**config.mk**
```make
export PLATFORM = sky130hd
export DESIGN_NAME = address_range_set_table_unit
export DESIGN_NICKNAME = d
export VERILOG_FILES = /design/src/sv/arst_pkg.sv /design/src/sv/arst_ctrl.sv /design/src/sv/arst_dp.sv /design/src/sv/address_range_set_table_unit.sv
export SDC_FILE = /design/constraint.sdc
export NUM_CORES = 2
export LEC_CHECK = 0
export BUFFER_PORTS_ARGS = -buffer_cell sky130_fd_sc_hd__clkbuf_2
export CORE_MARGIN = 4
export CORE_UTILIZATION = 57
export CTS_CLUSTER_DIAMETER = 80
export DETAILED_ROUTE_END_ITERATION = 10
export GPL_TIMING_DRIVEN = 0
export PLACE_DENSITY_LB_ADDON = 0.3
export RECOVER_POWER = 25
export SYNTH_ARGS = -nofsm -noshare
export SYNTH_HDL_FRONTEND = slang
export SYNTH_SLANG_ARGS = --single-unit
```
**constraint.sdc**
```tcl
create_clock -name clk -period 5.8 [get_ports clk]
set_input_delay 0.58 -clock clk [delete_from_list [all_inputs] [get_ports clk]]
set_output_delay 0.58 -clock clk [all_outputs]
set_load 0.05 [all_outputs]
```
**src/sv/arst_pkg.sv**
```systemverilog
// types, constants and opcodes of the address range set table
package arst_pkg;

  localparam int ENTRIES   = 16;
  localparam int ADDR_BITS = 48;
  localparam int OP_W      = 3;
  localparam int IDX_W     = (ENTRIES > 1) ? $clog2(ENTRIES) : 1;
  localparam int CNT_W     = $clog2(ENTRIES + 1);

  localparam logic [IDX_W-1:0] IDX_LAST = IDX_W'(ENTRIES - 1);

  // operation codes
  localparam logic [OP_W-1:0] OP_CLEAR    = 3'd0;
  localparam logic [OP_W-1:0] OP_ADD      = 3'd1;
  localparam logic [OP_W-1:0] OP_SUB      = 3'd2;
  localparam logic [OP_W-1:0] OP_TEST_VAL = 3'd3;
  localparam logic [OP_W-1:0] OP_TEST_RNG = 3'd4;

  // input transaction
  typedef struct packed {
    logic [OP_W-1:0]      opcode;
    logic [ADDR_BITS-1:0] range_low;
    logic [ADDR_BITS-1:0] range_high;
  } arst_in_t;

  // result transaction
  typedef struct packed {
    logic             found;
    logic             status;
    logic [CNT_W-1:0] used_entries;
  } arst_out_t;

  // controller to datapath commands
  typedef struct packed {
    logic             load;
    logic             rd_en;
    logic [IDX_W-1:0] rd_addr;
    logic             commit1;
    logic             commit2;
    logic             out_load;
  } arst_cmd_t;

  // datapath to controller status
  typedef struct packed {
    logic noop;
    logic need_second;
  } arst_sts_t;

endpackage

```
**src/sv/arst_ctrl.sv**
```systemverilog
// sequencer: walks the table slots and orders the commit and result steps
module arst_ctrl (
  input  logic                clk,
  input  logic                rst_n,
  input  logic                in_valid,
  output logic                in_ready,
  output logic                out_valid,
  input  logic                out_ready,
  output arst_pkg::arst_cmd_t cmd,
  input  arst_pkg::arst_sts_t sts
);
  import arst_pkg::*;

  typedef enum logic [2:0] {
    S_IDLE, S_PREP, S_WALK, S_DRAIN, S_COMMIT1, S_COMMIT2, S_DONE
  } state_t;

  state_t           state_r, state_nxt;
  logic [IDX_W-1:0] idx_r, idx_nxt;
  logic             out_valid_r, out_valid_nxt;

  assign in_ready  = (state_r == S_IDLE);
  assign out_valid = out_valid_r;

  // next state and commands
  always_comb begin
    state_nxt     = state_r;
    idx_nxt       = idx_r;
    out_valid_nxt = (out_valid_r && out_ready) ? 1'b0 : out_valid_r;
    cmd           = '0;
    cmd.rd_addr   = idx_r;
    case (state_r)
      S_IDLE: begin
        if (in_valid) begin
          cmd.load  = 1'b1;
          state_nxt = S_PREP;
        end
      end
      S_PREP: begin
        idx_nxt   = '0;
        state_nxt = sts.noop ? S_DONE : S_WALK;
      end
      S_WALK: begin
        cmd.rd_en = 1'b1;
        if (idx_r == IDX_LAST) begin
          state_nxt = S_DRAIN;
        end else begin
          idx_nxt = idx_r + IDX_W'(1);
        end
      end
      S_DRAIN: begin
        state_nxt = S_COMMIT1;
      end
      S_COMMIT1: begin
        cmd.commit1 = 1'b1;
        state_nxt   = sts.need_second ? S_COMMIT2 : S_DONE;
      end
      S_COMMIT2: begin
        cmd.commit2 = 1'b1;
        state_nxt   = S_DONE;
      end
      S_DONE: begin
        // result register must be free or being emptied
        if (!out_valid_r || out_ready) begin
          cmd.out_load  = 1'b1;
          out_valid_nxt = 1'b1;
          state_nxt     = S_IDLE;
        end
      end
      default: begin
        state_nxt = S_IDLE;
      end
    endcase
  end

  // state and registered outputs
  always_ff @(posedge clk) begin
    if (!rst_n) begin
      state_r     <= S_IDLE;
      idx_r       <= '0;
      out_valid_r <= 1'b0;
    end else begin
      state_r     <= state_nxt;
      idx_r       <= idx_nxt;
      out_valid_r <= out_valid_nxt;
    end
  end

endmodule

```
**src/sv/arst_dp.sv**
```systemverilog
// datapath: range table memory, valid bits, shared slot comparator, result register
module arst_dp (
  input  logic                clk,
  input  logic                rst_n,
  input  arst_pkg::arst_cmd_t cmd,
  output arst_pkg::arst_sts_t sts,
  input  arst_pkg::arst_in_t  in_data,
  output arst_pkg::arst_out_t out_data
);
  import arst_pkg::*;

  // range bound memories
  logic [ADDR_BITS-1:0] mem_lo [ENTRIES];
  logic [ADDR_BITS-1:0] mem_hi [ENTRIES];
  logic [ADDR_BITS-1:0] rd_lo_r, rd_hi_r;
  logic                 cmp_vld_r;
  logic [IDX_W-1:0]     cmp_idx_r;

  // operation registers
  logic [OP_W-1:0]      op_r;
  logic [ADDR_BITS-1:0] lo_r, hi_r, lo_m1_r, hi_p1_r;
  logic                 lo_zero_r, hi_max_r, noop_r;

  // walk accumulators
  logic [ADDR_BITS-1:0] acc_lo_r, acc_hi_r, split_hi_r;
  logic                 found_r, status_r, free_found_r, contain_r;
  logic [IDX_W-1:0]     free_idx_r, split_idx_r;

  logic [ENTRIES-1:0]   valid_r, valid_nxt;
  logic [CNT_W-1:0]     cnt_r, cnt_nxt;
  arst_out_t            out_r;

  // load decode
  logic [ADDR_BITS-1:0] ld_lo, ld_hi;
  logic                 ld_noop;

  // slot compare
  logic slot_v, ovl, touch, below, above, contain, free_cand;

  // memory write port
  logic                 we_lo, we_hi;
  logic [IDX_W-1:0]     waddr;
  logic [ADDR_BITS-1:0] wd_lo, wd_hi;

  assign sts.noop        = noop_r;
  assign sts.need_second = (op_r == OP_SUB) && contain_r && free_found_r;
  assign out_data        = out_r;

  // operand decode at load
  always_comb begin
    ld_lo = in_data.range_low;
    ld_hi = (in_data.opcode == OP_TEST_VAL) ? in_data.range_low : in_data.range_high;
    case (in_data.opcode)
      OP_ADD, OP_SUB, OP_TEST_RNG: ld_noop = (ld_lo > ld_hi);
      OP_TEST_VAL:                 ld_noop = 1'b0;
      default:                     ld_noop = 1'b1;
    endcase
  end

  // one slot against the operation range
  always_comb begin
    slot_v  = valid_r[cmp_idx_r];
    ovl     = (hi_r >= rd_lo_r) && (lo_r <= rd_hi_r);
    touch   = (hi_max_r || (hi_p1_r >= rd_lo_r)) && (lo_zero_r || (lo_m1_r <= rd_hi_r));
    below   = (rd_lo_r < lo_r);
    above   = (rd_hi_r > hi_r);
    contain = below && above;
    case (op_r)
      OP_ADD:  free_cand = !slot_v || touch;
      default: free_cand = !slot_v;
    endcase
  end

  // table writes, valid bits and entry count
  always_comb begin
    we_lo     = 1'b0;
    we_hi     = 1'b0;
    waddr     = cmp_idx_r;
    wd_lo     = hi_p1_r;
    wd_hi     = lo_m1_r;
    valid_nxt = valid_r;
    cnt_nxt   = cnt_r;
    if (cmd.load && (in_data.opcode == OP_CLEAR)) begin
      valid_nxt = '0;
      cnt_nxt   = '0;
    end
    // walk step: merge or trim this slot
    if (cmp_vld_r && slot_v) begin
      case (op_r)
        OP_ADD: begin
          if (touch) begin
            valid_nxt[cmp_idx_r] = 1'b0;
            cnt_nxt              = cnt_r - CNT_W'(1);
          end
        end
        OP_SUB: begin
          if (ovl && !contain) begin
            if (!below && !above) begin
              valid_nxt[cmp_idx_r] = 1'b0;
              cnt_nxt              = cnt_r - CNT_W'(1);
            end else if (below) begin
              we_hi = 1'b1;
            end else begin
              we_lo = 1'b1;
            end
          end
        end
        default: begin
        end
      endcase
    end
    // first commit: merged range, or lower half of a split
    if (cmd.commit1 && free_found_r) begin
      case (op_r)
        OP_ADD: begin
          waddr              = free_idx_r;
          we_lo              = 1'b1;
          we_hi              = 1'b1;
          wd_lo              = acc_lo_r;
          wd_hi              = acc_hi_r;
          valid_nxt[free_idx_r] = 1'b1;
          cnt_nxt            = cnt_r + CNT_W'(1);
        end
        OP_SUB: begin
          if (contain_r) begin
            waddr = split_idx_r;
            we_hi = 1'b1;
            wd_hi = lo_m1_r;
          end
        end
        default: begin
        end
      endcase
    end
    // second commit: upper half of a split into the free slot
    if (cmd.commit2) begin
      waddr                 = free_idx_r;
      we_lo                 = 1'b1;
      we_hi                 = 1'b1;
      wd_lo                 = hi_p1_r;
      wd_hi                 = split_hi_r;
      valid_nxt[free_idx_r] = 1'b1;
      cnt_nxt               = cnt_r + CNT_W'(1);
    end
  end

  // memory write and registered read
  always_ff @(posedge clk) begin
    if (we_lo) begin
      mem_lo[waddr] <= wd_lo;
    end
    if (we_hi) begin
      mem_hi[waddr] <= wd_hi;
    end
    if (cmd.rd_en) begin
      rd_lo_r <= mem_lo[cmd.rd_addr];
      rd_hi_r <= mem_hi[cmd.rd_addr];
    end
  end

  // control state
  always_ff @(posedge clk) begin
    if (!rst_n) begin
      valid_r   <= '0;
      cnt_r     <= '0;
      cmp_vld_r <= 1'b0;
    end else begin
      valid_r   <= valid_nxt;
      cnt_r     <= cnt_nxt;
      cmp_vld_r <= cmd.rd_en;
    end
  end

  // operation and accumulator registers
  always_ff @(posedge clk) begin
    cmp_idx_r <= cmd.rd_addr;
    if (cmd.load) begin
      op_r         <= in_data.opcode;
      lo_r         <= ld_lo;
      hi_r         <= ld_hi;
      lo_m1_r      <= ld_lo - ADDR_BITS'(1);
      hi_p1_r      <= ld_hi + ADDR_BITS'(1);
      lo_zero_r    <= (ld_lo == '0);
      hi_max_r     <= &ld_hi;
      noop_r       <= ld_noop;
      acc_lo_r     <= ld_lo;
      acc_hi_r     <= ld_hi;
      found_r      <= 1'b0;
      status_r     <= 1'b0;
      free_found_r <= 1'b0;
      contain_r    <= 1'b0;
    end
    if (cmp_vld_r) begin
      if (free_cand && !free_found_r) begin
        free_found_r <= 1'b1;
        free_idx_r   <= cmp_idx_r;
      end
      if (slot_v) begin
        case (op_r)
          OP_ADD: begin
            if (touch && below) acc_lo_r <= rd_lo_r;
            if (touch && above) acc_hi_r <= rd_hi_r;
          end
          OP_SUB: begin
            if (contain) begin
              contain_r   <= 1'b1;
              split_idx_r <= cmp_idx_r;
              split_hi_r  <= rd_hi_r;
            end
          end
          OP_TEST_VAL, OP_TEST_RNG: begin
            if (ovl) found_r <= 1'b1;
          end
          default: begin
          end
        endcase
      end
    end
    // no free slot for a new or split range
    if (cmd.commit1 && !free_found_r &&
        ((op_r == OP_ADD) || ((op_r == OP_SUB) && contain_r))) begin
      status_r <= 1'b1;
    end
    if (cmd.out_load) begin
      out_r.found        <= found_r;
      out_r.status       <= status_r;
      out_r.used_entries <= cnt_r;
    end
  end

endmodule

```
**src/sv/address_range_set_table_unit.sv**
```systemverilog
// Address range set table, top level.
// Sequence: load, prepare, walk every table slot, drain the last read, first commit,
// a second commit for a split, then the result; clear, unknown opcodes and empty ranges
// skip from prepare to the result. One transaction at a time, walked through the single
// table read port; a held result stalls the sequencer until it is taken.
// Reset: valid bits and entry count cleared at once; range bounds undefined, no sweep.
module address_range_set_table_unit (
  input  logic               clk,
  input  logic               rst_n,
  input  logic               in_valid,
  output logic               in_ready,
  input  arst_pkg::arst_in_t in_data,
  output logic               out_valid,
  input  logic               out_ready,
  output arst_pkg::arst_out_t out_data
);
  import arst_pkg::*;

  arst_cmd_t cmd;
  arst_sts_t sts;

  // sequencer
  arst_ctrl u_ctrl (
    .clk       (clk),
    .rst_n     (rst_n),
    .in_valid  (in_valid),
    .in_ready  (in_ready),
    .out_valid (out_valid),
    .out_ready (out_ready),
    .cmd       (cmd),
    .sts       (sts)
  );

  // table and compare datapath
  arst_dp u_dp (
    .clk      (clk),
    .rst_n    (rst_n),
    .cmd      (cmd),
    .sts      (sts),
    .in_data  (in_data),
    .out_data (out_data)
  );

endmodule

```
==> results.toml <==
[timing]
setup_violations = 4
final.min_clock_period_ns = 5.84
clock_skew_ns = 0.0614
slew_headroom = -0.343
post-route-period-util = 1.01
final.setup.tns_ns = -0.0689
timing.fmax_mhz = 171
fin_hold_ws_ns = 0.0355
setup_ws_ns = -0.0407
slew_violations = 75
rsz0062_at_grt = "false"
hold_viol = 0
tightestPinTransition_ns = 2.01

[job]
drv_cap = 5

[yosys]
synth_compound_area_frac = 0.0395
synth_fp_nets = 5395
synthArstFlopShare = 0
ys.flop_type = "edfxtp_1"
synth_adder_area_share = 0.0495
syn_area_um2 = 86100
syn_inst = 4952
synth_area_per_cell_um2 = 17.4
ys.warnings.count = 0
synth_edf_count = 1893
ys_seq_elements = 2027
synth_top_family_by_area = "multiplexers"
seq_area_frac_synth = 0.691
synth-simple-area-share = 0.0460
synthMuxAreaShare = 0.144
synth-xor-area-share = 0.00966
ys_types = 75

[setup_path]
required_ns = 6.55
rr_startpoint = "u_dp.rd_hi_r[11]"
cp_num_cells = 13
r2r_cells = 13
cpLargestDelayFamily = "simple AND/OR/NAND/NOR gates"
endpoint = "u_dp.acc_hi_r[31]"
worstPathArrival_ns = 6.59
cp_cell_sequence = "ha_1 > nand4_1 > or4_1 > a21o_1 > o211ai_1 > a211oi_1 > nor3_2 > inv_1 > nor3_2 > clkbuf_1 > clkbuf_1 > nand2_1 > o21ai_0"
r2r_slack_ns = -0.04
critical_path_class = "reg -> reg"
crit_slowest_cell = "nor3_2"
cp-startpoint = "u_dp.rd_hi_r[11]"
slowest_delay_ns = 0.96
r2r_end = "u_dp.acc_hi_r[31]"
cp_num_buf_inv = 3
worstPathMaxFanout = 10
worstSetupEndpointType = "flip-flop"
start_kind = "flip-flop"

[pwr]
power_density_nw_per_um2 = 336
p_leak_uw = 0.0328
fin_total_pwr_uw = 32800
ir_drop_mv = 0.316

[global_routing]
grtUsageTotal = 0.315
busiest_layer = "met2"
met3_usage = 0.0784
grt_max_degree = 47
antenna_found_initial = 14
use_met1 = 0.452
grt_overflow = 0
met2_usage = 0.476
grt_pass1_wl_um = 351000
grt_pass1_vias = 49400

[clocking]
cts.path.max_buffers = 3
path_clk_slew_ns = 0.06
htree_levels = 4
cts_sinks = 2027
cts_tree = "yes"
clock_latency_ns = 0.84
cts-root-buf = "clkbuf_16"
cts_buffers = 195

[final_layout]
nNetsFinal = 5792
syn_to_final_growth_pct = 13.1
drive_gt1_frac = 0.180

[route]
drc = 0
routedWlPerCell_um = 32.8
viasPerCell = 6.68
wl_um = 247000
firstDrtPassIters = 6
drtIter0Drc = 7549
antenna_left = 0
num_vias = 50300

[die]
die-area_um2 = 157000
start_util = 0.574
core-area_um2 = 150000
rows = 142
die_w_um = 397
ios = 112
die_h_um = 397

[placed_design]
portBuffers = 111
hpwl_um = 165000
gp_congestion = 0.985

[run_status]
violations = "max-capacitance violations, max-slew violations, negative setup slack"
status = "complete, but fails checks"

[worst_hold_path]
hp-class = "in -> reg"
how the worst min path moves through the flow:
stage / from / end / slack, ns / depth (start not counted)
floorplan: u_ctrl.idx_r[3] / u_dp.cmp_idx_r[3] / 0.33 / 0
global placement: u_ctrl.idx_r[3] / u_dp.cmp_idx_r[3] / 0.33 / 0
detailed placement: u_ctrl.idx_r[3] / u_dp.cmp_idx_r[3] / 0.35 / 0
CTS: in_data[98] / u_dp.op_r[2] / 0.002 / 1
global route: in_data[98] / u_dp.op_r[2] / 0.04 / 1
finish: in_data[98] / u_dp.op_r[2] / 0.04 / 1
sequential cells by signal (all words and copies together), names as in the netlist, 7 cells and up:
name and flops:
u_dp.lo_r 48, u_dp.valid_r 16, u_dp.split_hi_r 48, u_dp.out_data 7, u_dp.rd_lo_r 48, u_dp.acc_hi_r 48
u_dp.acc_lo_r 48, u_dp.hi_p1_r 48, u_dp.lo_m1_r 48, u_dp.hi_r 48, u_dp.mem_lo 768, u_dp.mem_hi 768
u_dp.rd_hi_r 48
per-stage QoR:
step           cell area [µm²]  cells  utilization  worst slack (ns)
2_1_floorplan            86100   4952            -             0.305
3_3_place_gp             89200   7079        0.595             -3.87
5_1_grt                  97400   7537        0.650            0.0132
3_5_place_dp             91100   7156        0.608             -1.64
4_1_cts                  97500   7524        0.650           0.00348
6_report                 97400   7539        0.650           -0.0407
report_power, final:
group          internal [µW]  switching, µW
combinational           1130           2000
clock                   6990           5630
sequential             16700            325
total                  24800           7960
worst register-to-register path: cells and delay by family (launching register included):
kind	cells	cell delay (ns)
AOI/OAI and AO/OA	4	0.94
adders and majority gates	1	0.35
and+or+nand+nor	5	2.62
DFF	1	0.51
buffers and inverters	3	1.35
placed cells by master (no fill, tap or decap), types with 16 or more instances in the layout:
cell type,synthesis,layout
nand2_1,331,331
nor2_4,0,32
buf_12,0,56
buf_1,35,25
nand3_1,60,60
buf_16,0,16
nor2b_1,19,19
nor4_1,30,29
mux2_1,0,42
xor2_1,34,34
edfxtp_1,1893,1893
clkbuf_1,154,256
inv_1,259,258
a22oi_1,52,52
o21ai_0,156,154
nand2b_1,24,24
nor2_1,185,153
clkinv_1,0,40
clkinv_2,0,32
xnor2_1,61,61
mux4_2,485,485
a21oi_1,194,194
mux2i_1,90,91
ha_1,340,340
o2111ai_1,17,17
nor3_1,52,48
dfxtp_1,134,134
nand4_1,77,77
clkbuf_16,0,198
clkbuf_2,0,66
a31oi_1,26,26
a21o_1,39,39
what timing repair did:
item	in CTS	in global routing
resized for setup	3	2
endpoints found under the hold margin	3	0
gates cloned	0	0
setup buffers	0	10
hold buffers	3	0
pin swaps	0	4
endpoints found under the setup margin	15	100
per-layer routing:
metal / vias to the layer above / routed length, µm
met2: 3581 / 113000
li1: 20500 / -
met3: 465 / 30900
met1: 25700 / 93600
met4: 4 / 9610
met5: - / 26
cells by family after synthesis:
| kind of cell | Yosys count |
|---|---|
| xor+xnor | 95 |
| flops | 2027 |
| simple gates | 847 |
| mux | 624 |
| buf+inv | 456 |
| fa+ha+maj | 341 |
| compound gates | 562 |
Yosys cell counts, drive strengths merged, types with 7 or more instances:
cell type | instances | area [µm²]
edfxtp | 1893 | 56800
mux4 | 485 | 10900
ha | 340 | 4250
nand2 | 331 | 1240
inv | 259 | 972
a21oi | 194 | 971
nor2 | 187 | 707
o21ai | 156 | 781
clkbuf | 154 | 578
dfxtp | 134 | 2680
mux2i | 92 | 928
nand4 | 78 | 494
xnor2 | 61 | 534
nand3 | 60 | 300
nor3 | 53 | 270
a22oi | 52 | 390
mux2 | 47 | 529
buf | 43 | 191
a21o | 39 | 293
xor2 | 34 | 298
nor4 | 33 | 234
a31oi | 26 | 163
nand2b | 24 | 150
nor2b | 19 | 119
o2111ai | 17 | 149
a211oi | 12 | 90.1
or3 | 12 | 80.1
a221oi | 10 | 87.6
or2 | 10 | 62.6
and3 | 9 | 56.3
or4 | 9 | 71.3
o211ai | 8 | 60.1
o21a | 7 | 52.6
cell type report:
cell class,count,area [µm²]
multi-input combinational,2469,25100
clock inverter,114,1070
tap,2016,2520
timing repair buffer,201,2180
sequential,2027,59500
buffer,196,786
fill,10100,52500
clock buffer,252,5230
inverter,259,976
antenna,5,12.5
No activity file was read; power rests on OpenSTA's default activity.
